## src/sv/pusc_pkg.sv

```systemverilog
// Package: sizes, codes and shared types of the peer upload slot choker.
package pusc_pkg;

    localparam int MAX_PEERS = 32;
    localparam int NSLOT     = (MAX_PEERS < 32) ? MAX_PEERS : 32;
    localparam int SLOT_W    = $clog2(NSLOT);
    localparam int CNT_W     = $clog2(NSLOT + 1);
    localparam int RNG_W     = CNT_W - 1;
    localparam int KEY_W     = 36;
    localparam int RND_W     = 16;

    typedef enum logic [1:0] {
        ACT_NONE    = 2'd0,
        ACT_UNCHOKE = 2'd1,
        ACT_CHOKE   = 2'd2
    } t_act;

    typedef enum logic [2:0] {
        C_NOP,
        C_LOAD,
        C_PREP_EL,
        C_PREP_KEY,
        C_TOK_ROT,
        C_TOK_RANK,
        C_SHIFT,
        C_DECIDE
    } t_cell_op;

    typedef enum logic [1:0] {
        REG_SEED       = 2'd0,
        REG_UPLOAD_CAP = 2'd1,
        REG_OPT_IVAL   = 2'd2
    } t_reg_idx;

    typedef enum logic [3:0] {
        S_IDLE,
        S_CHECK,
        S_ROT_TOK,
        S_ROT_SHIFT,
        S_DIV_GO,
        S_DIV_WAIT,
        S_PREP_EL,
        S_PREP_KEY,
        S_RANK_TOK,
        S_RANK_SHIFT,
        S_DECIDE,
        S_EMIT
    } t_state;

    typedef struct packed {
        logic        present;
        logic        interested;
        logic        choking;
        logic [31:0] down_rate;
        logic [31:0] up_rate;
        logic [31:0] conn_time;
        logic [31:0] unchoke_time;
    } t_load;

    typedef struct packed {
        t_cell_op    op;
        logic        seed;
        logic [5:0]  regular;
        logic [31:0] now;
    } t_cell_cmd;

    typedef struct packed {
        logic [KEY_W-1:0]  key;
        logic [SLOT_W-1:0] slot;
        logic              cand;
        logic              opt;
    } t_tok;

    typedef struct packed {
        logic             present;
        logic             cand;
        t_act             act;
        logic [CNT_W-1:0] cnt;
        logic [CNT_W-1:0] all;
    } t_cell_stat;

endpackage

```

## src/sv/pusc_cell.sv

```systemverilog
// One peer slot cell: slot state, ranking counter and ring token stage.
module pusc_cell (
    input  logic                        i_clk,
    input  logic                        i_rst_n,
    input  logic [pusc_pkg::SLOT_W-1:0] i_idx,
    input  pusc_pkg::t_cell_cmd         i_cmd,
    input  logic                        i_sel,
    input  pusc_pkg::t_load             i_load,
    input  logic                        i_opt,
    input  pusc_pkg::t_tok              i_tok,
    output pusc_pkg::t_tok              o_tok,
    output pusc_pkg::t_cell_stat        o_stat
);

    logic                        r_present, r_interested, r_choking, r_cand;
    logic [31:0]                 r_down, r_up, r_conn, r_ut, r_el;
    logic [pusc_pkg::KEY_W-1:0]  r_key;
    logic [pusc_pkg::CNT_W-1:0]  r_cnt, r_all;
    pusc_pkg::t_tok              r_tok;
    pusc_pkg::t_act              r_act;
    logic                        beats;
    logic [pusc_pkg::KEY_W-1:0]  score;

    assign beats = r_tok.cand && ((r_tok.key > r_key) ||
                   ((r_tok.key == r_key) && (r_tok.slot < i_idx)));
    assign score = {4'd0, r_up} + {1'b0, r_el, 3'd0} + {3'd0, r_el, 1'b0};

    always_ff @(posedge i_clk) begin
        if (!i_rst_n) begin
            r_present    <= 1'b0;
            r_interested <= 1'b0;
            r_choking    <= 1'b0;
        end else begin
            case (i_cmd.op)
                pusc_pkg::C_LOAD: begin
                    if (i_sel) begin
                        r_present    <= i_load.present;
                        r_interested <= i_load.interested;
                        r_choking    <= i_load.choking;
                    end
                end
                pusc_pkg::C_DECIDE: begin
                    if (r_present && r_interested) begin
                        if (i_opt || (r_cnt < i_cmd.regular)) begin
                            r_choking <= 1'b0;
                        end else begin
                            r_choking <= 1'b1;
                        end
                    end else if (r_present && !i_cmd.seed) begin
                        r_choking <= 1'b1;
                    end
                end
                default: begin
                end
            endcase
        end
    end

    always_ff @(posedge i_clk) begin
        case (i_cmd.op)
            pusc_pkg::C_LOAD: begin
                if (i_sel) begin
                    r_down <= i_load.down_rate;
                    r_up   <= i_load.up_rate;
                    r_conn <= i_load.conn_time;
                    r_ut   <= i_load.unchoke_time;
                end
            end
            pusc_pkg::C_PREP_EL: begin
                r_el  <= (i_cmd.now >= r_ut) ? (i_cmd.now - r_ut) : 32'd0;
                r_act <= pusc_pkg::ACT_NONE;
            end
            pusc_pkg::C_PREP_KEY: begin
                r_key <= i_cmd.seed ? score : {4'd0, r_down};
            end
            pusc_pkg::C_TOK_ROT: begin
                r_key      <= {4'd0, r_conn};
                r_cand     <= r_present && r_interested && r_choking;
                r_tok.key  <= {4'd0, r_conn};
                r_tok.slot <= i_idx;
                r_tok.cand <= r_present && r_interested && r_choking;
                r_tok.opt  <= 1'b0;
                r_cnt      <= '0;
                r_all      <= '0;
            end
            pusc_pkg::C_TOK_RANK: begin
                r_cand     <= r_present && r_interested;
                r_tok.key  <= r_key;
                r_tok.slot <= i_idx;
                r_tok.cand <= r_present && r_interested;
                r_tok.opt  <= i_opt;
                r_cnt      <= '0;
                r_all      <= '0;
            end
            pusc_pkg::C_SHIFT: begin
                if (beats && !r_tok.opt) begin
                    r_cnt <= r_cnt + pusc_pkg::CNT_W'(1);
                end
                if (r_tok.cand) begin
                    r_all <= r_all + pusc_pkg::CNT_W'(1);
                end
                r_tok <= i_tok;
            end
            pusc_pkg::C_DECIDE: begin
                if (r_present && r_interested) begin
                    if (i_opt || (r_cnt < i_cmd.regular)) begin
                        if (r_choking) begin
                            r_act <= pusc_pkg::ACT_UNCHOKE;
                            r_ut  <= i_cmd.now;
                        end
                    end else if (!r_choking) begin
                        r_act <= pusc_pkg::ACT_CHOKE;
                    end
                end else if (r_present && !i_cmd.seed && !r_choking) begin
                    r_act <= pusc_pkg::ACT_CHOKE;
                end
            end
            default: begin
            end
        endcase
    end

    assign o_tok          = r_tok;
    assign o_stat.present = r_present;
    assign o_stat.cand    = r_cand;
    assign o_stat.act     = r_act;
    assign o_stat.cnt     = r_cnt;
    assign o_stat.all     = r_all;

endmodule

```

## config.mk

```make
export PLATFORM = sky130hd
export DESIGN_NAME = pusc_cell
export DESIGN_NICKNAME = d
export VERILOG_FILES = /design/src/sv/pusc_pkg.sv /design/src/sv/pusc_cell.sv
export SDC_FILE = /design/constraint.sdc
export NUM_CORES = 1
export LEC_CHECK = 0
export ABC_AREA = 1
export BUFFER_PORTS_ARGS = -buffer_cell sky130_fd_sc_hd__buf_4
export CAP_MARGIN = 10
export CORE_MARGIN = 10
export CORE_UTILIZATION = 25
export CTS_CLUSTER_DIAMETER = 100
export CTS_CLUSTER_SIZE = 10
export DETAILED_ROUTE_END_ITERATION = 7
export PLACE_DENSITY = 0.44
export SLEW_MARGIN = 20
export SYNTH_ARGS = -nofsm -noshare
export SYNTH_HDL_FRONTEND = slang
export SYNTH_SLANG_ARGS = --single-unit
```

## constraint.sdc

```tcl
create_clock -name i_clk -period 12 [get_ports i_clk]
set_input_delay 0.6 -clock i_clk [delete_from_list [all_inputs] [get_ports i_clk]]
set_output_delay 0.6 -clock i_clk [all_outputs]
set_load 0.01 [all_outputs]
```

==> results by group, run 1 <==
Detailed routing
  – Total Wirelength: 55600 um
  – Router iterations before antenna repair: 5
  – DR vias: 13800
  – Routed Antenna Nets: 0
  – Initial detailed-routing violation count: 748
  – Post-route DRC: 0
  – Drt via density: 4.30
  – Avg WL per Cell: 17.3 um

Die
  – Core area: 66000 um2
  – Row cnt: 94
  – Top Ports: 284
  – Chip Height: 279 um
  – Starting Density: 25.3%
  – Die width: 279 um
  – Die area: 77600 um2

Synthesis
  – Share of synthesized registers carrying an async set or reset: 0%
  – Post-synth top cells: 678 x nand2_1, 358 x inv_1, 254 x edfxtp_1, 185 x nor2_1, 114 x ha_1
  – Cell with the most instances after synthesis: nand2_1
  – Number of synthesized register bits: 257
  – Ys flop type: edfxtp_1
  – Yosys cell types: 37
  – Synth warn: 0
  – Largest area contributor in the netlist: edfxtp_1
  – Post-synthesis sequential area ratio: 46.0%
  – Area contributors post-synth: edfxtp_1 46%, nand2_1 15%, ha_1 8.5%, inv_1 8.0%, nor2_1 4.2%
  – Cell Area, Synth: 16700 um2
  – Post-synth EDFFs: 254
  – Top-area cell type share of the netlist area: 45.6%
  – Post-Syn Area per Cell: 8.19 um2
  – Mapped Nets: 2413
  – Post-Syn Instances: 2043

Worst setup path
  – R2r setup slk: 9.11 ns
  – Number of buffers and inverters on the critical path: 5
  – CP Max Fanout: 52
  – Startpoint types: primary input
  – Worst Path Arrival: 3.21 ns
  – Worst endpoint required time: 12.31 ns
  – Worst Setup End Kind: flip-flop
  – Kind of critical path: primary input to flip-flop
  – Worst path cell trace: buf_4 > inv_1 > nand2_1 > nor2_4 > buf_4 > inv_1 > nand2_1 > inv_1 > nand2_1 > o211ai_1
  – Worst path top cell family by delay: buffers and inverters
  – Max incr delay on CP: 0.56 ns
  – Crit path max-delay cell type: inv_1

Layout
  – Layout Nets: 2703
  – Area Growth Syn to Fin: 24.2%
  – Finished Layout Cells: 3215
  – Layout cells sized above 1: 14.7%
  – ANT cells: 0
  – Finished Cell Area: 20800 um2

Clock network
  – Post-CTS Setup Inserts: 0
  – PostCTS Resize Cnt: 0
  – Clock transition at path regs: 0.06 ns
  – # hold bufs at CTS: 0
  – Root Buffer: clkbuf_16
  – TritonCTS Buffers: 31
  – Bufs on Longest Clock Path: 3
  – H-tree depth: 1
  – TritonCTS clock tree: yes
  – CTS Sinks: 257
  – Skew-Pair Late Insertion Delay: 0.59 ns

Pwr
  – Pwr Density: 114 nW/um2
  – Leak: 0.00987 uW
  – VDD IR max: 0.000108 V

Global routing
  – GRT Util Overall: 14.0%
  – Met1 Resource Use GR: 18.2%
  – First-pass GRT wire length: 85300 um
  – Busiest grt layer: met2
  – GR Overflow Total: 0
  – Antenna violations before repair: 2
  – Vias in the first global route: 14600
  – Met3 Use GR: 2.44%
  – Met2 Track Usage GR: 24.0%
  – Maximum number of pins on one net before global-route repair: 66

STA
  – Setup TNS: 0 ns
  – Slew @ Worst Pin: 0.910 ns
  – Fmax: 346 MHz
  – Normalized max-slew margin: 38.7%
  – Worst setup margin: 9.11 ns
  – Endpoints failing setup: 0
  – Hold Worst Slack: 0.182 ns
  – Clk_skew: 0.0310 ns
  – Fin. Hold Viols: 0
  – RSZ-0062 raised after global routing: no
  – Final Max Slew Viols: 0
  – Final Critical Period: 2.89 ns
  – Final period util: 24.1%

Status
  – Outcome: completed

Place
  – Cells after DPL: 3164
  – HPWL after detailed placement: 45900 um
  – Post-Place Cell Area: 19900 um2
  – Place WS: 8.40 ns
  – PortBufs: 283
  – Gpl congestion: 0.833

Run
  – Max Cap Viol: 0

Worst hold path
  – Worst hold path type: primary input to flip-flop
## worst register-to-register path, stage by stage, from the launching register on
cell,delay [ns]
edfxtp_1,0.44
inv_1,0.10
fa_1,0.46
fa_1,0.47
inv_1,0.11
nand3_1,0.07
nand3_1,0.17
nand2_1,0.08
nand3_1,0.19
nand2_1,0.15
nand3_1,0.11
nand3_1,0.15
nand2_1,0.13
nand2_1,0.05
## layout by cell type (no fill, tap or decap), drive strengths merged, types with 20 or more instances in the layout
master,netlist,routed
a21oi,92,92
buf,11,293
clkbuf,25,46
edfxtp,254,254
fa,31,31
ha,114,114
inv,360,363
nand2,679,679
nand3,78,78
nor2,188,188
nor3,20,20
o211ai,24,24
o21ai,78,78
xor2,21,21
## cells by family after synthesis
group | Yosys count | share of synthesized area, %
compound gates | 233 | 7.97
xor+xnor | 29 | 1.52
fa+ha+maj | 145 | 12.2
buf+inv | 397 | 9.07
flops | 257 | 46.0
simple gates | 982 | 23.2
## report_power, final
group          switching, uW  internal (uW)
clock network            374            477
registers               21.2           1040
logic                    282            181
total                    677           1700
## worst paths after layout
kind,startpoint,to,cells after the start
worst max-delay path,i_cmd[39],o_tok[32],10
worst min-delay path,i_load[125],r_down[29],1
worst max register to register,r_el[2],r_key[30],13
worst min register to register,r_interested,r_interested,2
## routing by layer
metal	vias to the layer above	part of all wire, %
met3	49	5.0
met1	6280	46
met4	4	1.6
met2	315	47
li1	7163	-
met5	-	0.038
## metrics by stage
stage | total power [uW] | util [%]
finish | 2370 | 31.5
CTS | 2410 | 31.5
detailed placement | 1550 | 30.1
global route | 2510 | 31.5
floorplan | 1350 | -
global placement | 1540 | 30.1
## registers in the layout, indices dropped and copies added (netlist names), 6 cells and up
register / count
r_all: 6
r_cnt: 6
r_key: 36
r_down: 32
r_ut: 32
r_conn: 32
o_tok: 43
r_up: 32
r_el: 32
## final cells by class
| type | count | area, um2 |
|---|---|---|
| repair buffers | 293 | 2200 |
| clock inverters | 5 | 50.0 |
| flip-flops and latches | 257 | 7690 |
| clock buffers | 46 | 832 |
| inverters | 361 | 1360 |
| multi-input cells | 1389 | 7560 |
| well taps | 864 | 1080 |
| fillers | 7046 | 45200 |
No activity file was read; power rests on OpenSTA's default activity.
==> run 2: changes to the inputs <==
==> constraint.sdc (replaced) <==
create_clock -name i_clk -period 2.9 [get_ports i_clk]
set_input_delay 0.145 -clock i_clk [delete_from_list [all_inputs] [get_ports i_clk]]
set_output_delay 0.145 -clock i_clk [all_outputs]
set_load 0.01 [all_outputs]
==> run 2 against run 1 <==
Compared with the run above: combinational power grew to 4.9 times the previous value; core utilization up 3.7 points; non-clock buffer count rose by 234; worst hold slack lost 0.096 ns; global-route usage rose by 0.61 points; first-iteration DRC count is 16% higher; clock power grew to 4.4 times the previous value; die area unchanged; routed wire length up 4.3%; worst setup slack worse by 8.9 ns; final cell count rose by 7.3%; largest cell class unchanged.
==> results by group, run 2 (synthesized netlist as in run 1, its figures left out) <==
Detailed routing
  – WL met2: 27300 um
  – DRT met1 WL: 27200 um
  – Metal3 WL: 2490 um
  – DR vias: 14800
  – Router iterations before antenna repair: 4
  – Top sig layer: met5
  – Routed Antenna Nets: 0
  – Total Wirelength: 58000 um
  – Avg WL per Cell: 16.8 um
  – Post-route DRC: 0
  – Drt via density: 4.29
  – Initial detailed-routing violation count: 866

Worst setup path
  – Stages on the worst setup path: 11
  – CP Max Fanout: 5
  – Kind of critical path: flip-flop to flip-flop
  – Worst Path Arrival: 3.09 ns
  – R2R cell count: 11
  – Crit path max-delay cell type: fa_1
  – Startpoint types: flip-flop
  – Max incr delay on CP: 0.50 ns
  – Most used cell, CP: nand2_1
  – Number of buffers and inverters on the critical path: 1
  – Worst Setup End Kind: flip-flop
  – Worst endpoint required time: 3.25 ns
  – Worst path cell trace: fa_1 > ha_1 > nand2_1 > nor2_1 > inv_1 > nor3_1 > nand2_1 > nand3_1 > nand3_1 > nand2_1 > nand2_1
  – Worst path top cell family by delay: simple AND/OR/NAND/NOR gates

STA
  – Normalized max-slew margin: 35.9%
  – Worst setup margin: 0.161 ns
  – Slew @ Worst Pin: 0.958 ns
  – Fin. Hold Viols: 0
  – Clk_skew: 0.0158 ns
  – Final Max Slew Viols: 0
  – Final Critical Period: 2.74 ns
  – Endpoints failing setup: 0
  – Fmax: 365 MHz
  – Hold Worst Slack: 0.0855 ns
  – Final period util: 94.5%
  – RSZ-0062 raised after global routing: yes

Global routing
  – Maximum number of pins on one net before global-route repair: 100
  – Vias in the first global route: 15700
  – GRT Util Overall: 14.6%
  – GR Overflow Total: 0
  – First-pass GRT wire length: 89700 um
  – Antenna violations before repair: 2

Die
  – Core area: 66000 um2
  – Chip Height: 279 um
  – Starting Density: 25.3%
  – Top Ports: 284
  – Die area: 77600 um2
  – Row cnt: 94
  – Die width: 279 um

Clock network
  – TritonCTS clock tree: yes
  – Skew-Pair Late Insertion Delay: 0.60 ns
  – H-tree depth: 1
  – Clock transition at path regs: 0.06 ns
  – Root Buffer: clkbuf_16
  – Post-CTS Setup Inserts: 0
  – TritonCTS Buffers: 31
  – CTS Sinks: 257
  – Bufs on Longest Clock Path: 3

Pwr
  – Cell Int Power: 7440 uW
  – Leak: 0.0109 uW
  – Sw Ratio: 28.3%
  – Total power: 10400 uW
  – Combinational Power Share: 21.7%
  – Net load switching power: 2940 uW
  – Sequential power share: 42.2%
  – Pwr Density: 446 nW/um2
  – VDD IR max: 0.000433 V
  – Clock share of power: 36.1%

Place
  – Place WS: 0.0173 ns
  – Gpl congestion: 0.888
  – PortBufs: 283
  – HPWL after detailed placement: 46700 um
  – Post-Place Cell Area: 20000 um2

Layout
  – Largest register FFs: 43
  – Fillers: 6890
  – Layout cells sized above 1: 15.0%
  – Core Util, Final: 35.2%
  – Area Growth Syn to Fin: 39.0%
  – Layout Nets: 2937
  – Commonest non-fill, non-tap cell in the layout: nand2_1
  – Most frequent cells in the layout: 673 x nand2_1, 357 x inv_1, 310 x buf_4
  – Finished Cell Area: 23200 um2

Status
  – Outcome: completed

Worst hold path
  – Worst hold path type: primary input to flip-flop
  – Hold path cells: 3

Run
  – Max Cap Viol: 0
-- run 2: tightest hold or removal path: stages --
cell	delay, ns
buf_4	0.12
inv_1	0.14
nor2_2	0.14
-- run 2: per-layer routing --
layer	track usage [%]	up-vias
li1	-	7642
met1	19.2	6775
met2	25.1	319
met3	2.14	58
met4	2.76	2
met5	0	-
-- run 2: layout make-up --
| class | count | area (um2) | area share (%) |
|---|---|---|---|
| clock buffers | 46 | 832 | 3.58 |
| repair buffers | 527 | 4510 | 19.4 |
| inverters | 361 | 1360 | 5.85 |
| clock inverters | 5 | 97.6 | 0.420 |
| well taps | 864 | 1080 | 4.65 |
| multi-input cells | 1389 | 7670 | 33.0 |
| flip-flops and latches | 257 | 7690 | 33.1 |
| diodes | 1 | 2.50 | 0.0108 |
-- run 2: what timing repair did --
action / in CTS / in global routing
hold buffers: 216 / 0
endpoints found under the hold margin: 175 / 0
setup endpoints to repair: 1 / 19
cloned: 0 / 0
resized for setup: 1 / 25
-- run 2: power by group through the flow --
stage	logic, uW	registers, uW	clock network [uW]
2_1_floorplan	1120	4460	0
3_3_place_gp	1980	4460	0
3_5_place_dp	1980	4460	0
4_1_cts	2250	4380	3870
5_1_grt	2550	4400	4020
6_report	2250	4380	3740
-- run 2: worst paths after layout --
check,from,end,slack (ns)
hold reg to reg,r_interested,r_interested,0.51
setup reg to reg,r_up[27],r_key[30],0.16
hold / removal,i_cmd[41],r_cand,0.09
setup / recovery,r_up[27],r_key[30],0.16
-- run 2: stage by stage --
stage	TNS (ns)	instances
6_report	0	3450
3_5_place_dp	0	3182
3_3_place_gp	-0.0321	3182
5_1_grt	-0.131	3449
4_1_cts	0	3449
2_1_floorplan	0	2043
==> run 3: changes to the inputs <==
--- a/config.mk
+++ b/config.mk
@@ -13,7 +13,7 @@
 export CTS_CLUSTER_DIAMETER = 100
 export CTS_CLUSTER_SIZE = 10
 export DETAILED_ROUTE_END_ITERATION = 7
-export PLACE_DENSITY = 0.44
+export PLACE_DENSITY = 0.45
 export SLEW_MARGIN = 20
 export SYNTH_ARGS = -nofsm -noshare
 export SYNTH_HDL_FRONTEND = slang
==> constraint.sdc (replaced) <==
create_clock -name i_clk -period 2.42 [get_ports i_clk]
set_input_delay 0.121 -clock i_clk [delete_from_list [all_inputs] [get_ports i_clk]]
set_output_delay 0.121 -clock i_clk [all_outputs]
set_load 0.01 [all_outputs]
==> run 3 against run 2 <==
Compared with the run above: the flow now finishes with violations (setup timing); core utilization rose by 3.9 points; global-route usage rose by 0.41 points; non-clock buffer count rose by 145; register-to-register slack got worse by 0.32 ns; largest cell class is now multi-input combinational cells; sequential power rose by 20%; fmax rose by 6.1%; final area rose by 11%; power rose by 26%; first-iteration DRC count fell by 4.7%.
==> results by group, run 3 (synthesized netlist as in run 1, its figures left out) <==
Clock network
  – CTS Sinks: 257
  – H-tree depth: 1
  – Clock transition at path regs: 0.06 ns
  – TritonCTS clock tree: yes
  – Skew-Pair Late Insertion Delay: 0.59 ns
  – Root Buffer: clkbuf_16
  – TritonCTS Buffers: 31
  – Bufs on Longest Clock Path: 3

Worst hold path
  – Worst hold path type: primary input to flip-flop
  – Hold path cells: 5

Global routing
  – Vias in the first global route: 16400
  – Busiest grt layer: met2
  – Antenna violations before repair: 1
  – First-pass GRT wire length: 92300 um
  – Met2 Track Usage GR: 25.7%
  – GRT Util Overall: 15.0%
  – Met1 Resource Use GR: 19.4%
  – Met3 Use GR: 2.40%
  – Maximum number of pins on one net before global-route repair: 60
  – GR Overflow Total: 0

Pwr
  – Pwr Density: 505 nW/um2
  – Sw Ratio: 29.3%
  – VDD IR max: 0.000545 V
  – Cell Int Power: 9220 uW
  – Total power: 13000 uW
  – Leak: 0.0119 uW
  – Net load switching power: 3830 uW
  – Clock share of power: 32.6%
  – Combinational Power Share: 27.2%
  – Sequential power share: 40.2%

Layout
  – Core Util, Final: 39.1%
  – Fillers: 6790
  – Largest register FFs: 43
  – Most frequent cells in the layout: 572 x nand2_1, 433 x buf_4, 336 x inv_1
  – ANT cells: 0
  – Commonest non-fill, non-tap cell in the layout: nand2_1
  – Finished Cell Area: 25800 um2
  – Area occupied by registers: 7690 um2
  – Layout Nets: 3084
  – Layout cells sized above 1: 28.6%
  – Area Growth Syn to Fin: 54.4%
  – Area of the multi-input gates: 9060 um2

Detailed routing
  – Drt via density: 4.31
  – Post-route DRC: 0
  – DR vias: 15500
  – Avg WL per Cell: 16.7 um
  – Routed Antenna Nets: 0
  – Router iterations before antenna repair: 5
  – Initial detailed-routing violation count: 825
  – Total Wirelength: 60200 um

Die
  – Starting Density: 25.3%
  – Row cnt: 94
  – Core area: 66000 um2
  – Chip Height: 279 um
  – Die width: 279 um
  – Top Ports: 284
  – Die area: 77600 um2

Run
  – Max Cap Viol: 0

Status
  – Outcome: finished with violations
  – Failing checks: setup timing

STA
  – Clk_skew: 0.0139 ns
  – Slew @ Worst Pin: 0.763 ns
  – Final period util: 107%
  – RSZ-0062 raised after global routing: yes
  – Endpoints failing setup: 28
  – Final Critical Period: 2.58 ns
  – Normalized max-slew margin: 49.1%
  – Worst setup margin: -0.163 ns
  – Fin. Hold Viols: 0
  – Final Max Slew Viols: 0
  – Fmax: 387 MHz

Worst setup path
  – CP Max Fanout: 4
  – R2R cell count: 14
  – Worst endpoint required time: 2.74 ns
  – Worst Setup End Kind: flip-flop
  – Kind of critical path: flip-flop to flip-flop
  – Worst Path Arrival: 2.90 ns
  – Startpoint types: flip-flop

Place
  – Post-Place Cell Area: 21100 um2
  – PortBufs: 283
  – Gpl congestion: 0.877
  – HPWL after detailed placement: 47900 um
  – Place WS: -0.417 ns
-- run 3: layout make-up --
type	count	area share, %
flip-flops and latches	257	29.8
multi-input cells	1391	35.1
clock inverters	5	0.189
clock buffers	48	3.25
well taps	864	4.19
inverters	361	5.35
repair buffers	672	22.1
-- run 3: through the flow --
| stage | setup TNS [ns] | instances | hold slack, ns |
|---|---|---|---|
| 3_5_place_dp | -8.59 | 3313 | 0.301 |
| 5_1_grt | -6.99 | 3598 | 0.0485 |
| 3_3_place_gp | -8.47 | 3313 | 0.301 |
| 6_report | -2.92 | 3598 | 0.0601 |
| 4_1_cts | -3.29 | 3588 | 0.0326 |
| 2_1_floorplan | -6.07 | 2043 | 0.220 |
-- run 3: final timing paths --
path | startpoint | to | slack [ns]
hold reg to reg | r_present | r_present | 0.52
hold / removal | i_cmd[38] | r_key[35] | 0.06
setup / recovery | r_el[9] | r_key[34] | -0.16
setup reg to reg | r_el[9] | r_key[34] | -0.16
-- run 3: critical path, cell delays in order, from the launching register on --
cell	delay, ns
edfxtp_1	0.44
fa_1	0.62
ha_4	0.24
nand2_2	0.09
inv_2	0.05
a21oi_4	0.16
buf_6	0.11
nor2_1	0.04
nor2_2	0.12
nand2_4	0.08
buf_12	0.13
nand2_4	0.05
nand2_1	0.05
nand2_1	0.07
a21oi_2	0.06
-- run 3: what timing repair did --
action                                  in CTS  in global routing
setup buffers                                7                  8
cloned                                       0                  2
hold buffers                               216                  0
pin swaps                                   63                122
resized for setup                          185                195
hold endpoints to repair                   176                  0
endpoints found under the setup margin      44                 70
-- run 3: power by group through the flow --
| stage | Sequential (uW) | Clock [uW] | Combinational, uW |
|---|---|---|---|
| 2_1_floorplan | 5340 | 0 | 1350 |
| 3_3_place_gp | 5340 | 0 | 2660 |
| 3_5_place_dp | 5340 | 0 | 2660 |
| 4_1_cts | 5250 | 4430 | 3300 |
| 5_1_grt | 5260 | 4600 | 3930 |
| 6_report | 5250 | 4250 | 3540 |
-- run 3: layer usage --
layer	wire length (um)	vias up
met3	2580	71
met2	28700	329
met4	1360	2
met1	27500	7172
li1	-	7926
met5	12	-
