==> src/sv/pusc_pkg.sv <==
// Package: sizes, codes and shared types of the peer upload slot choker.
package pusc_pkg;

    localparam int MAX_PEERS = 32;
    localparam int NSLOT     = (MAX_PEERS < 32) ? MAX_PEERS : 32;
    localparam int SLOT_W    = $clog2(NSLOT);
    localparam int CNT_W     = $clog2(NSLOT + 1);
    localparam int RNG_W     = CNT_W - 1;
    localparam int KEY_W     = 36;
    localparam int RND_W     = 16;

    typedef enum logic [1:0] {
        ACT_NONE    = 2'd0,
        ACT_UNCHOKE = 2'd1,
        ACT_CHOKE   = 2'd2
    } t_act;

    typedef enum logic [2:0] {
        C_NOP,
        C_LOAD,
        C_PREP_EL,
        C_PREP_KEY,
        C_TOK_ROT,
        C_TOK_RANK,
        C_SHIFT,
        C_DECIDE
    } t_cell_op;

    typedef enum logic [1:0] {
        REG_SEED       = 2'd0,
        REG_UPLOAD_CAP = 2'd1,
        REG_OPT_IVAL   = 2'd2
    } t_reg_idx;

    typedef enum logic [3:0] {
        S_IDLE,
        S_CHECK,
        S_ROT_TOK,
        S_ROT_SHIFT,
        S_DIV_GO,
        S_DIV_WAIT,
        S_PREP_EL,
        S_PREP_KEY,
        S_RANK_TOK,
        S_RANK_SHIFT,
        S_DECIDE,
        S_EMIT
    } t_state;

    typedef struct packed {
        logic        present;
        logic        interested;
        logic        choking;
        logic [31:0] down_rate;
        logic [31:0] up_rate;
        logic [31:0] conn_time;
        logic [31:0] unchoke_time;
    } t_load;

    typedef struct packed {
        t_cell_op    op;
        logic        seed;
        logic [5:0]  regular;
        logic [31:0] now;
    } t_cell_cmd;

    typedef struct packed {
        logic [KEY_W-1:0]  key;
        logic [SLOT_W-1:0] slot;
        logic              cand;
        logic              opt;
    } t_tok;

    typedef struct packed {
        logic             present;
        logic             cand;
        t_act             act;
        logic [CNT_W-1:0] cnt;
        logic [CNT_W-1:0] all;
    } t_cell_stat;

endpackage

==> src/sv/pusc_mod.sv <==
// Bit-serial remainder unit: random value modulo the optimistic pick range.
module pusc_mod (
    input  logic                       i_clk,
    input  logic                       i_rst_n,
    input  logic                       i_start,
    input  logic [pusc_pkg::RND_W-1:0] i_num,
    input  logic [pusc_pkg::RNG_W-1:0] i_div,
    output logic                       o_done,
    output logic [pusc_pkg::RNG_W-1:0] o_rem
);

    logic                       r_busy, r_done;
    logic [3:0]                 r_step;
    logic [pusc_pkg::RND_W-1:0] r_q;
    logic [pusc_pkg::RNG_W-1:0] r_rem, r_div;
    logic [pusc_pkg::RNG_W:0]   trial;

    assign trial = {r_rem, r_q[pusc_pkg::RND_W-1]};

    always_ff @(posedge i_clk) begin
        if (!i_rst_n) begin
            r_busy <= 1'b0;
            r_done <= 1'b0;
        end else begin
            r_done <= 1'b0;
            if (i_start) begin
                r_busy <= 1'b1;
            end else if (r_busy && (r_step == 4'd15)) begin
                r_busy <= 1'b0;
                r_done <= 1'b1;
            end
        end
    end

    always_ff @(posedge i_clk) begin
        if (i_start) begin
            r_q    <= i_num;
            r_div  <= i_div;
            r_rem  <= '0;
            r_step <= 4'd0;
        end else if (r_busy) begin
            r_q    <= {r_q[pusc_pkg::RND_W-2:0], 1'b0};
            r_step <= r_step + 4'd1;
            if (trial >= {1'b0, r_div}) begin
                r_rem <= pusc_pkg::RNG_W'(trial - {1'b0, r_div});
            end else begin
                r_rem <= trial[pusc_pkg::RNG_W-1:0];
            end
        end
    end

    assign o_done = r_done;
    assign o_rem  = r_rem;

endmodule
==> config.mk <==
export PLATFORM = sky130hd
export DESIGN_NAME = pusc_mod
export DESIGN_NICKNAME = d
export VERILOG_FILES = /design/src/sv/pusc_pkg.sv /design/src/sv/pusc_mod.sv
export SDC_FILE = /design/constraint.sdc
export NUM_CORES = 1
export LEC_CHECK = 0
export ABC_CLOCK_PERIOD_IN_PS = 2250
export BUFFER_PORTS_ARGS = -buffer_cell sky130_fd_sc_hd__buf_2
export CAP_MARGIN = 25
export CORE_ASPECT_RATIO = 1.5
export CORE_MARGIN = 1
export CORE_UTILIZATION = 53
export CTS_BUF_LIST = sky130_fd_sc_hd__clkbuf_4 sky130_fd_sc_hd__clkbuf_8 sky130_fd_sc_hd__clkbuf_16
export DETAILED_ROUTE_END_ITERATION = 16
export HOLD_SLACK_MARGIN = 0.03
export PLACE_DENSITY = 0.77
export SYNTH_ARGS = -nofsm -noshare
export SYNTH_HDL_FRONTEND = slang
export SYNTH_SLANG_ARGS = --single-unit
==> constraint.sdc <==
create_clock -name i_clk -period 2.25 [get_ports i_clk]
set_input_delay 0 -clock i_clk [delete_from_list [all_inputs] [get_ports i_clk]]
set_output_delay 0 -clock i_clk [all_outputs]
set_load 0.05 [all_outputs]
==> results of run 1 <==
-- metal layers --
metal / vias up / wire [µm]
li1: 514 / -
met1: 499 / 1100
met2: 27 / 1580
met3: 6 / 119
met4: 0 / 66
met5: - / 0
-- cells in the mapped netlist, types with 2 or more instances --
cell type | number | area share, %
sky130_fd_sc_hd__a211oi_2 | 2 | 1.7
sky130_fd_sc_hd__a21oi_1 | 3 | 1.0
sky130_fd_sc_hd__buf_2 | 3 | 1.0
sky130_fd_sc_hd__dfxtp_1 | 11 | 15
sky130_fd_sc_hd__edfxtp_1 | 21 | 42
sky130_fd_sc_hd__ha_1 | 6 | 5.0
sky130_fd_sc_hd__inv_1 | 8 | 2.0
sky130_fd_sc_hd__mux2_2 | 15 | 11
sky130_fd_sc_hd__mux2i_1 | 2 | 1.3
sky130_fd_sc_hd__nand2_1 | 9 | 2.3
sky130_fd_sc_hd__nand3_1 | 3 | 1.0
sky130_fd_sc_hd__nor2_1 | 9 | 2.3
sky130_fd_sc_hd__nor2b_1 | 2 | 0.84
sky130_fd_sc_hd__o21ai_0 | 2 | 0.67
sky130_fd_sc_hd__o2bb2a_1 | 2 | 1.3
sky130_fd_sc_hd__xnor2_1 | 3 | 1.8
sky130_fd_sc_hd__xor2_1 | 3 | 1.8
-- flip-flops by register name (all words and copies together), names as in the netlist --
name    cells
r_step      4
o_done      1
r_q        16
o_rem       5
r_div       5
r_busy      1
-- stage by stage --
step / hold WS, ps / cell area [µm²] / power, mW / util, %
2_1_floorplan: 98.9 / 1500 / 0.896 / -
3_3_place_gp: 178 / 1680 / 0.947 / 62.6
3_5_place_dp: 179 / 1680 / 0.959 / 62.6
4_1_cts: 71.7 / 2000 / 1.53 / 74.8
5_1_grt: 105 / 2000 / 1.57 / 74.8
6_report: 78.7 / 2000 / 1.52 / 74.8
-- worst max-delay path: cells and delay by family (launching register included) --
kind / cells / cell delay [ps]
AO/OA/AOI/OAI: 3 / 660
flip-flops: 1 / 350
adder cells (fa/ha/maj): 2 / 570
buffers and inverters: 2 / 130
multiplexers: 1 / 330
-- final cells by class --
| cell class | count | area [µm²] |
|---|---|---|
| Sequential cell | 32 | 851 |
| Fill cell | 166 | 673 |
| Clock inverter | 3 | 37.5 |
| Tap cell | 37 | 46.3 |
| Multi-Input combinational cell | 70 | 597 |
| Inverter | 8 | 30.0 |
| Timing Repair Buffer | 52 | 373 |
| Clock buffer | 5 | 68.8 |
-- power by group through the flow --
stage | clock network [mW] | registers, mW | logic (mW)
finish | 0.538 | 0.712 | 0.266
global route | 0.568 | 0.717 | 0.287
CTS | 0.549 | 0.711 | 0.266
detailed placement | 0 | 0.724 | 0.235
global placement | 0 | 0.721 | 0.225
floorplan | 0 | 0.738 | 0.158
-- cell families (layout without fill, tap and decap cells) --
kind of cell | count (synthesis) | count (layout) | synth area share, %
buf+inv | 12 | 68 | 3.26
fa+ha+maj | 7 | 7 | 6.35
flops | 32 | 32 | 56.9
mux | 18 | 18 | 13.6
simple gates | 27 | 27 | 8.36
compound gates | 12 | 12 | 8.03
xor+xnor | 6 | 6 | 3.51
-- worst paths after layout --
| kind | to | slack [ps] | cells past startpoint |
|---|---|---|---|
| worst max register to register | o_rem[0] | 130 | 8 |
| worst max-delay path | o_rem[0] | 130 | 8 |
| worst min register to register | o_done | 490 | 2 |
| worst min-delay path | o_rem[2] | 80 | 4 |
==> impl_summary.txt, run 1 <==
----------------------------------------------------
[Timing]
  Setup violation total in the final timing report ... 0
  Sum Neg Setup Slack ... 0 ps
  Number of endpoints with negative hold slack in the final report ... 0
  Fraction of the cycle the final worst path needs ... 94.2%
  Final period demand of the worst path ... roughly 2100 ps
  Worst Max-Slew Pin Slew ... 595 ps
  Top achievable clock speed ... approximately 470 MHz
  Post-layout worst setup margin ... roughly 130 ps
  Final worst clock skew ... about 4 ps
  RSZ-0062 raised after global routing ... no
  Max-slew violations ... 0
  Worst relative slew slack ... between 60% and 70%

[Logic synthesis]
  Post-Syn Area ... between 1000 and 1500 µm²
  Post-synthesis register bit count ... 32
  Mean post-synth cell area ... between 10 and 15 µm²
  Synthesized netlist net count ... roughly 150
  EDFF count, synth ... 21
  Sequential-to-total area share from yosys stat ... 56.9%
  Share of flip-flops with an asynchronous set or reset ... 0%
  Gate count after technology mapping ... 114
  Count of synthesis-stage warnings from yosys ... 0
  Dominant synthesized flop cell ... sky130_fd_sc_hd__edfxtp_1
  Count of distinct cell types in the synthesized netlist ... 27

[Cells and area]
  N_diodes ... 0
  Leading cell types in the layout, fill and taps excluded ... sky130_fd_sc_hd__buf_2, sky130_fd_sc_hd__dlygate4sd3_1, sky130_fd_sc_hd__edfxtp_1
  Fraction of layout cells with a size suffix above 1 ... about a third
  NumNets Final ... 200
  Count of non-filler cells in the finished layout ... between 200 and 250
  Most frequent standard cell in the layout excluding fill and tap cells ... sky130_fd_sc_hd__buf_2
  Area added between synthesis and finish ... 33.9%

[Clock network]
  Post-CTS clock slew at the launch and capture registers of the worst setup and hold paths ... about 70 ps
  CTS root buffer ... sky130_fd_sc_hd__clkbuf_8
  Count of H-tree levels built during CTS ... 2
  Worst skew pair latency ... roughly 290 ps
  Num Clock Sinks ... 32
  Number of buffers between clock root and the deepest sink ... 2
  Hold buffer count at cts ... 22
  Number of buffers inserted during clock tree synthesis ... 5
  Number of setup buffers added after CTS ... 0
  Clock tree from TritonCTS ... done
  Post-cts repair resize count ... 0

[GRT]
  Grt peak-use layer ... met2
  Largest net degree at the start of global routing ... 30
  GR Util met3 ... roughly 7%
  Global routing met2 resource utilization ... 39.8%
  Aggregate global-route resource usage ... 22.7%
  Met1 Use GR ... 22.6%
  Overflow left after global routing ... 0
  Via count of the first global-routing pass ... approximately 1100
  Wire length of the first global-routing pass ... roughly 4.7 mm
  Initial antenna violation count ... 0

[Worst setup path]
  Kind of end point of the critical path ... flip-flop
  Max incr delay on CP ... 410 ps
  CP cell instances ... inv_1, ha_1, inv_1, fa_1, a21oi_1, o221ai_4, mux2_4, a211oi_2
  Launching element of the worst setup path ... r_q[15]
  Slowest CP cell ... sky130_fd_sc_hd__fa_1
  Max FO, Critical Path ... 7
  Critical path startpoint category ... flip-flop
  Data arrival time of the critical path ... 2340 ps
  Endpoint required time on the critical path ... around 2500 ps
  WS Path Type ... flip-flop to flip-flop
  Startpoint of the most critical register-to-register path ... r_q[15]
  Critical path's most frequent cell ... sky130_fd_sc_hd__inv_1

[Routing]
  DRC violations left ... 0
  Post-route ant nets ... 0
  Initial DRC count ... 15
  Via count ... 1046
  Number of optimization iterations in the first detailed-route pass ... 4
  Final wirelength ... roughly 2.9 mm
  Drt via density ... just over 5
  Average routed wire per standard cell ... around 14 µm

[Power and ir drop]
  Internal power ... between 1 and 1.5 mW
  Standby leakage power ... just over 0.8 nW
  Power per Cell Area ... 756 nW/µm²
  Net switching share of the total power ... roughly 25%
  Clock power frac ... about 36%
  VDD IR-drop max ... around 0.55 mV
  Sw Pwr ... around 380 µW
  Seq pwr share ... between 40% and 50%
  Combinational cell fraction of total power ... roughly 18%

[Place]
  DP HPWL ... approximately 1.8 mm
  Port-buffer cells ... 29
  Worst-case setup slack after placement ... approximately 130 ps
  # placed instances ... 177
  Final GP Congestion ... 0.739

[Hold path]
  Min-delay src ... i_start
  HP Class ... input pin to flip-flop

[Job]
  Max cap viols ... 0

[Floorplan]
  Area of the core ... 2680 µm²
  Die boundary height ... 67.1 µm
  Area enclosed by the die boundary ... 3040 µm²
  Die W ... 45.4 µm
  I/O pin cnt ... 30
  FP Rows ... 23
  Starting Density ... between 50% and 60%

[Run status]
  Outcome ... finished clean

----------------------------------------------------
No activity file was read; power rests on OpenSTA's default activity.
==> run 2: changes to the inputs <==
Settings changed: CORE_UTILIZATION 53 to 35, PLACE_DENSITY 0.77 to not set, SETUP_SLACK_MARGIN set to 0.3.
==> run 2 against run 1 <==
Net effect: final cell count is 4.8% higher; utilization is 24 points lower; via count is 1.1% lower; non-clock buffer count is 2 higher; count of clock-buffer cells in the layout stayed put; die area is 49% higher; clock skew is 3.7 ps higher; sequential share of layout area is 0.61 points lower; routed wire length is 4.1% lower; maximum frequency is 11% higher; worst setup slack better by 220 ps; critical path type unchanged; largest cell class unchanged.
==> impl_summary.txt, run 2 (synthesized netlist as in run 1, its figures left out) <==
----------------------------------------------------
[Timing]
  Number of endpoints with negative hold slack in the final report ... 0 (unchanged)
  Top achievable clock speed ... 525 MHz (+11%)
  Worst relative slew slack ... 59.7% (-0.56 points)
  Setup violation total in the final timing report ... 0 (unchanged)
  Worst Max-Slew Pin Slew ... 604 ps (+9.04 ps)
  Sum Neg Setup Slack ... 0 ps (unchanged)
  RSZ-0062 raised after global routing ... no
  Final period demand of the worst path ... 1910 ps (-215 ps)
  Fraction of the cycle the final worst path needs ... 84.7% (-9.6 points)
  Max-slew violations ... 0 (unchanged)
  Final worst clock skew ... 7.63 ps (+3.67 ps)

[Power and ir drop]
  Seq pwr share ... 49.4% (+2.4 points)
  Internal power ... 1.05 mW (-7.5%)
  Combinational cell fraction of total power ... 20.1% (+2.6 points)
  VDD IR-drop max ... 0.447 mV (-18%)
  Standby leakage power ... 0.824 nW (-0.27%)
  Power per Cell Area ... 708 nW/µm² (-6.4%)
  Net switching share of the total power ... 27.1% (+2.1 points)
  Sw Pwr ... 391 µW (+3.4%)
  Clock power frac ... 30.5% (-5.0 points)

[Worst setup path]
  Reg2reg end ... o_rem[0]
  Reg2reg path depth ... 8 (unchanged)
  Data arrival time of the critical path ... 2100 ps (-240 ps)
  Max FO, Critical Path ... 3 (-4)
  Slowest CP cell ... sky130_fd_sc_hd__edfxtp_1
  Startpoint of the most critical register-to-register path ... r_q[15]
  Critical path startpoint category ... flip-flop
  Critical path's most frequent cell ... sky130_fd_sc_hd__inv_2
  WS Path Type ... flip-flop to flip-flop
  Reg2reg setup slack ... 340 ps (+220 ps)
  CP cell instances ... inv_2, ha_4, inv_2, fa_2, a21oi_2, o221ai_4, mux2_4, a211oi_2
  Max incr delay on CP ... 380 ps (-30 ps)
  Launching element of the worst setup path ... r_q[15]
  Endpoint required time on the critical path ... 2450 ps (-20 ps)
  Kind of end point of the critical path ... flip-flop

[Run status]
  Outcome ... finished clean

[Place]
  # placed instances ... 185 (+4.5%)
  Port-buffer cells ... 29 (unchanged)
  Final GP Congestion ... 0.715 (-3.2%)
  DP HPWL ... 1.80 mm (+0.24%)

[Routing]
  Number of optimization iterations in the first detailed-route pass ... 4 (unchanged)
  Drt via density ... 4.76 (-5.7%)
  Initial DRC count ... 18 (+3)
  Average routed wire per standard cell ... 12.7 µm (-8.5%)
  Post-route ant nets ... 0 (unchanged)
  Via count ... 1034 (-1.1%)
  DRC violations left ... 0 (unchanged)
  Final wirelength ... 2.75 mm (-4.1%)

[Cells and area]
  Most frequent standard cell in the layout excluding fill and tap cells ... sky130_fd_sc_hd__buf_2
  Count of non-filler cells in the finished layout ... 217 (+4.8%)
  Final core area utilization ... 50.6% (-24 points)
  Register bank with the most flops ... r_q
  Leading cell types in the layout, fill and taps excluded ... sky130_fd_sc_hd__buf_2, sky130_fd_sc_hd__dlygate4sd3_1, sky130_fd_sc_hd__edfxtp_1
  Fraction of layout cells with a size suffix above 1 ... 40.7% (+7.2 points)
  Number of flip-flops in the largest register ... 16 (unchanged)
  NumNets Final ... 202 (+1.0%)
  Area added between synthesis and finish ... 36.2%
  N_diodes ... 0 (unchanged)

[Clock network]
  Clock tree from TritonCTS ... done
  Post-CTS clock slew at the launch and capture registers of the worst setup and hold paths ... 70 ps (about the same)
  Number of buffers inserted during clock tree synthesis ... 5 (unchanged)
  CTS root buffer ... sky130_fd_sc_hd__clkbuf_8
  Number of buffers between clock root and the deepest sink ... 2 (unchanged)
  Num Clock Sinks ... 32 (unchanged)
  Count of H-tree levels built during CTS ... 2 (unchanged)
  Worst skew pair latency ... 280 ps (about the same)

[Hold path]
  HP Class ... input pin to flip-flop
  Min-delay src ... i_num[15]
  End of the worst hold path ... r_q[15]
  Cell depth of the worst min-delay path ... 2 (-2)

[Floorplan]
  Die W ... 55.4 µm (+22%)
  I/O pin cnt ... 30 (unchanged)
  Starting Density ... 37.1% (-19 points)
  FP Rows ... 28 (+22%)
  Die boundary height ... 82.1 µm (+22%)
  Area of the core ... 4030 µm² (+51%)
  Area enclosed by the die boundary ... 4550 µm² (+49%)

[GRT]
  Wire length of the first global-routing pass ... 4.33 mm (-7.0%)
  Initial antenna violation count ... 0 (unchanged)
  Aggregate global-route resource usage ... 12.6% (-10 points)
  Via count of the first global-routing pass ... 1011 (-5.5%)
  Largest net degree at the start of global routing ... 31 (+3.3%)
  Overflow left after global routing ... 0 (unchanged)

[Job]
  Max cap viols ... 0 (unchanged)

----------------------------------------------------
-- run 2: worst max-delay path: cells and delay by family (launching register included) --
family | cells | cell delay, ps
mux | 1 | 320
buf+inv | 2 | 120
flops | 1 | 380
compound gates | 3 | 500
fa+ha+maj | 2 | 490
-- run 2: routing by layer --
| layer | global-route usage [%] | routed length [µm] | share of wire, % |
|---|---|---|---|
| met2 | 23.4 | 1430 | 52 |
| met4 | 6.00 | 62 | 2.3 |
| met3 | 3.94 | 92 | 3.3 |
| met1 | 12.8 | 1160 | 42 |
| met5 | 0 | 0 | 0 |
-- run 2: cell type report --
| cell class | instances | area [µm²] |
|---|---|---|
| clock inverter | 3 | 23.8 |
| fill | 356 | 1990 |
| timing repair buffer | 54 | 389 |
| clock buffer | 5 | 68.8 |
| multi-input combinational | 70 | 617 |
| sequential | 32 | 853 |
| inverter | 8 | 30.0 |
| tap | 45 | 56.3 |
-- run 2: worst max-delay path by stage --
stage / endpoint / slack (ps) / cells after the start
after floorplan: o_rem[0] / 320 / 8
after global placement: o_rem[0] / 260 / 8
after detailed placement: o_rem[0] / 210 / 8
after CTS: o_rem[0] / 320 / 8
after global routing: o_rem[3] / 240 / 9
final: o_rem[0] / 340 / 8
-- run 2: power groups by stage --
stage | combinational (mW) | clock, mW | sequential (mW)
finish | 0.290 | 0.440 | 0.713
floorplan | 0.161 | 0 | 0.738
global route | 0.315 | 0.483 | 0.719
detailed placement | 0.237 | 0 | 0.724
CTS | 0.274 | 0.462 | 0.712
global placement | 0.234 | 0 | 0.723
-- run 2: what timing repair did --
item / in CTS / in global routing
endpoints found under the setup margin: 1 / 3
pin swaps: 1 / 4
gates resized for setup: 1 / 7
hold buffers: 21 / 0
endpoints found under the hold margin: 22 / 0
setup buffers: 1 / 2
-- run 2: per-stage QoR --
| step | setup slack (ps) | power (mW) | cell area [µm²] | hold WS [ps] |
|---|---|---|---|---|
| floorplan | 318 | 0.900 | 1500 | 98.9 |
| global placement | 256 | 0.957 | 1690 | 177 |
| detailed placement | 208 | 0.962 | 1690 | 179 |
| CTS | 319 | 1.45 | 2010 | 30.2 |
| global route | 242 | 1.52 | 2040 | 36.9 |
| finish | 345 | 1.44 | 2040 | 42.2 |
==> run 3: changes to the inputs <==
Settings changed: ABC_CLOCK_PERIOD_IN_PS 2250 to 1800.
Clock period 2.25 ns to 1.8 ns, I/O delays scaled along.
==> run 3 against run 2 <==
Net effect: the run now ends with negative setup slack left; global-route usage increased by 0.50 points; utilization decreased by 0.093 points; sequential share of layout area grew 0.20 points; flip-flop and latch count stayed put; routed wire length fell by 1.4%; die area did not move; clock skew is 3.8 ps lower; highest routed layer unchanged.
==> impl_summary.txt, run 3 (synthesized netlist as in run 1, its figures left out) <==
----------------------------------------------------
[Cells and area]
  Multi-input gate area ... 634 µm² (+2.8%)
  FF/Latch Area ... 856 µm² (+0.29%)
  Register bank with the most flops ... r_q
  N_diodes ... 0 (unchanged)
  Final-layout fill cell count ... 367 (+3.1%)
  Number of flip-flops in the largest register ... 16 (unchanged)
  Fraction of layout cells with a size suffix above 1 ... 44.2% (+3.5 points)
  Area added between synthesis and finish ... 36.0%
  Most frequent standard cell in the layout excluding fill and tap cells ... sky130_fd_sc_hd__buf_2
  Leading cell types in the layout, fill and taps excluded ... sky130_fd_sc_hd__buf_2, sky130_fd_sc_hd__edfxtp_1, sky130_fd_sc_hd__dlygate4sd3_1
  NumNets Final ... 202 (unchanged)
  Count of non-filler cells in the finished layout ... 217 (unchanged)
  Final core area utilization ... 50.5% (-0.093 points)

[Floorplan]
  I/O pin cnt ... 30 (unchanged)
  Area enclosed by the die boundary ... 4550 µm² (unchanged)
  Starting Density ... 37.1% (unchanged)
  FP Rows ... 28 (unchanged)
  Die W ... 55.4 µm (unchanged)
  Die boundary height ... 82.1 µm (unchanged)
  Area of the core ... 4030 µm² (unchanged)

[Timing]
  Worst relative slew slack ... 58.2% (-1.5 points)
  Worst Max-Slew Pin Slew ... 628 ps (+23.2 ps)
  Number of endpoints with negative hold slack in the final report ... 0 (unchanged)
  RSZ-0062 raised after global routing ... yes
  Fraction of the cycle the final worst path needs ... 103% (+19 points)
  Max-slew violations ... 0 (unchanged)
  Final worst clock skew ... 3.81 ps (-3.82 ps)
  Top achievable clock speed ... 537 MHz (+2.3%)
  Post-layout worst setup margin ... -61.5 ps (-407 ps)
  Setup violation total in the final timing report ... 3 (+3)
  Final period demand of the worst path ... 1860 ps (-43.5 ps)

[Clock network]
  Clock tree from TritonCTS ... done
  Num Clock Sinks ... 32 (unchanged)
  Number of buffers inserted during clock tree synthesis ... 5 (unchanged)
  Post-CTS clock slew at the launch and capture registers of the worst setup and hold paths ... 70 ps (about the same)
  Worst skew pair latency ... 270 ps (about the same)
  Count of H-tree levels built during CTS ... 2 (unchanged)
  Number of buffers between clock root and the deepest sink ... 2 (unchanged)
  CTS root buffer ... sky130_fd_sc_hd__clkbuf_8

[Routing]
  Post-route ant nets ... 0 (unchanged)
  Final wirelength ... 2.71 mm (-1.4%)
  Number of optimization iterations in the first detailed-route pass ... 3 (-1)
  Initial DRC count ... 17 (-1)
  DRC violations left ... 0 (unchanged)
  Drt via density ... 4.83 (+1.5%)
  Average routed wire per standard cell ... 12.5 µm (-1.4%)
  Via count ... 1049 (+1.5%)

[GRT]
  Largest net degree at the start of global routing ... 31 (unchanged)
  Wire length of the first global-routing pass ... 4.60 mm (+6.4%)
  Aggregate global-route resource usage ... 13.1% (+0.50 points)
  Via count of the first global-routing pass ... 1056 (+4.5%)
  Initial antenna violation count ... 0 (unchanged)
  Overflow left after global routing ... 0 (unchanged)

[Worst setup path]
  Kind of end point of the critical path ... flip-flop
  Critical path's most frequent cell ... sky130_fd_sc_hd__inv_2
  Slowest CP cell ... sky130_fd_sc_hd__edfxtp_1
  Critical path startpoint category ... flip-flop
  Data arrival time of the critical path ... 2050 ps (-50 ps)
  Max FO, Critical Path ... 5 (+2)
  Startpoint of the most critical register-to-register path ... r_q[15]
  Max incr delay on CP ... 380 ps (about the same)
  WS Path Type ... flip-flop to flip-flop
  Endpoint required time on the critical path ... 1990 ps (-460 ps)
  CP cell instances ... inv_2, ha_4, inv_2, fa_2, a21oi_4, o221ai_4, mux2_4, a211oi_2
  Launching element of the worst setup path ... r_q[15]

[Place]
  Final GP Congestion ... 0.752 (+5.1%)
  DP HPWL ... 1.81 mm (+0.64%)
  # placed instances ... 188 (+1.6%)
  Port-buffer cells ... 29 (unchanged)

[Run status]
  Failing checks ... negative setup slack
  Outcome ... complete, but fails checks

[Hold path]
  HP Class ... input pin to flip-flop
  Min-delay src ... i_num[2]

[Power and ir drop]
  Pwr Total ... 1.79 mW (+24%)
  VDD IR-drop max ... 0.805 mV (+80%)
  Power per Cell Area ... 879 nW/µm² (+24%)
  Standby leakage power ... 0.838 nW (+1.6%)

[Job]
  Max cap viols ... 0 (unchanged)

----------------------------------------------------
-- run 3: routing by layer --
| layer | up-vias | track usage, % | wire length [µm] |
|---|---|---|---|
| li1 | 518 | - | - |
| met1 | 502 | 14.5 | 1170 |
| met2 | 24 | 24.0 | 1400 |
| met3 | 5 | 3.31 | 98 |
| met4 | 0 | 5.25 | 45 |
| met5 | - | 0 | 0 |
-- run 3: what timing repair did --
| action | CTS | global route |
|---|---|---|
| buffers inserted | 3 | 1 |
| gates resized for setup | 6 | 0 |
| pin swaps | 4 | 1 |
| endpoints found under the setup margin | 5 | 5 |
| cloned | 0 | 0 |
| hold buffers | 16 | 1 |
| hold endpoints to repair | 17 | 1 |
-- run 3: per-stage QoR --
step	setup slack (ps)	TNS (ps)	instance area, µm²	hold WS, ps
floorplan	-45.3	-45.3	1510	98.9
global placement	-70.5	-70.5	1720	177
detailed placement	-122	-142	1720	178
CTS	-69.9	-137	2020	30.3
global route	-167	-453	2030	33.0
finish	-61.5	-116	2030	34.8
-- run 3: layout make-up --
class | instances | area share [%]
repair buffers | 54 | 18.5
well taps | 45 | 2.77
flip-flops and latches | 32 | 42.1
clock inverters | 3 | 0.677
inverters | 8 | 1.48
clock buffers | 5 | 3.38
multi-input cells | 70 | 31.2
-- run 3: final timing paths --
check             endpoint  slack [ps]  cells after the start
hold / removal      r_q[2]          30                      2
setup / recovery  o_rem[0]         -60                      8
setup reg to reg  o_rem[0]         -60                      8
hold reg to reg     o_done         510                      2
-- run 3: worst max-delay path: cells and delay by family (launching register included) --
| kind | cells | cell delay (ps) |
|---|---|---|
| buf+inv | 2 | 120 |
| compound gates | 3 | 460 |
| flops | 1 | 380 |
| fa+ha+maj | 2 | 490 |
| mux | 1 | 330 |
-- run 3: report_power, final --
part           leakage, nW  internal [mW]  switching (mW)  total, mW
clock               0.0453          0.262           0.259      0.521
combinational        0.490          0.196           0.181      0.377
sequential           0.302          0.857          0.0330      0.890
total                0.838           1.32           0.473       1.79
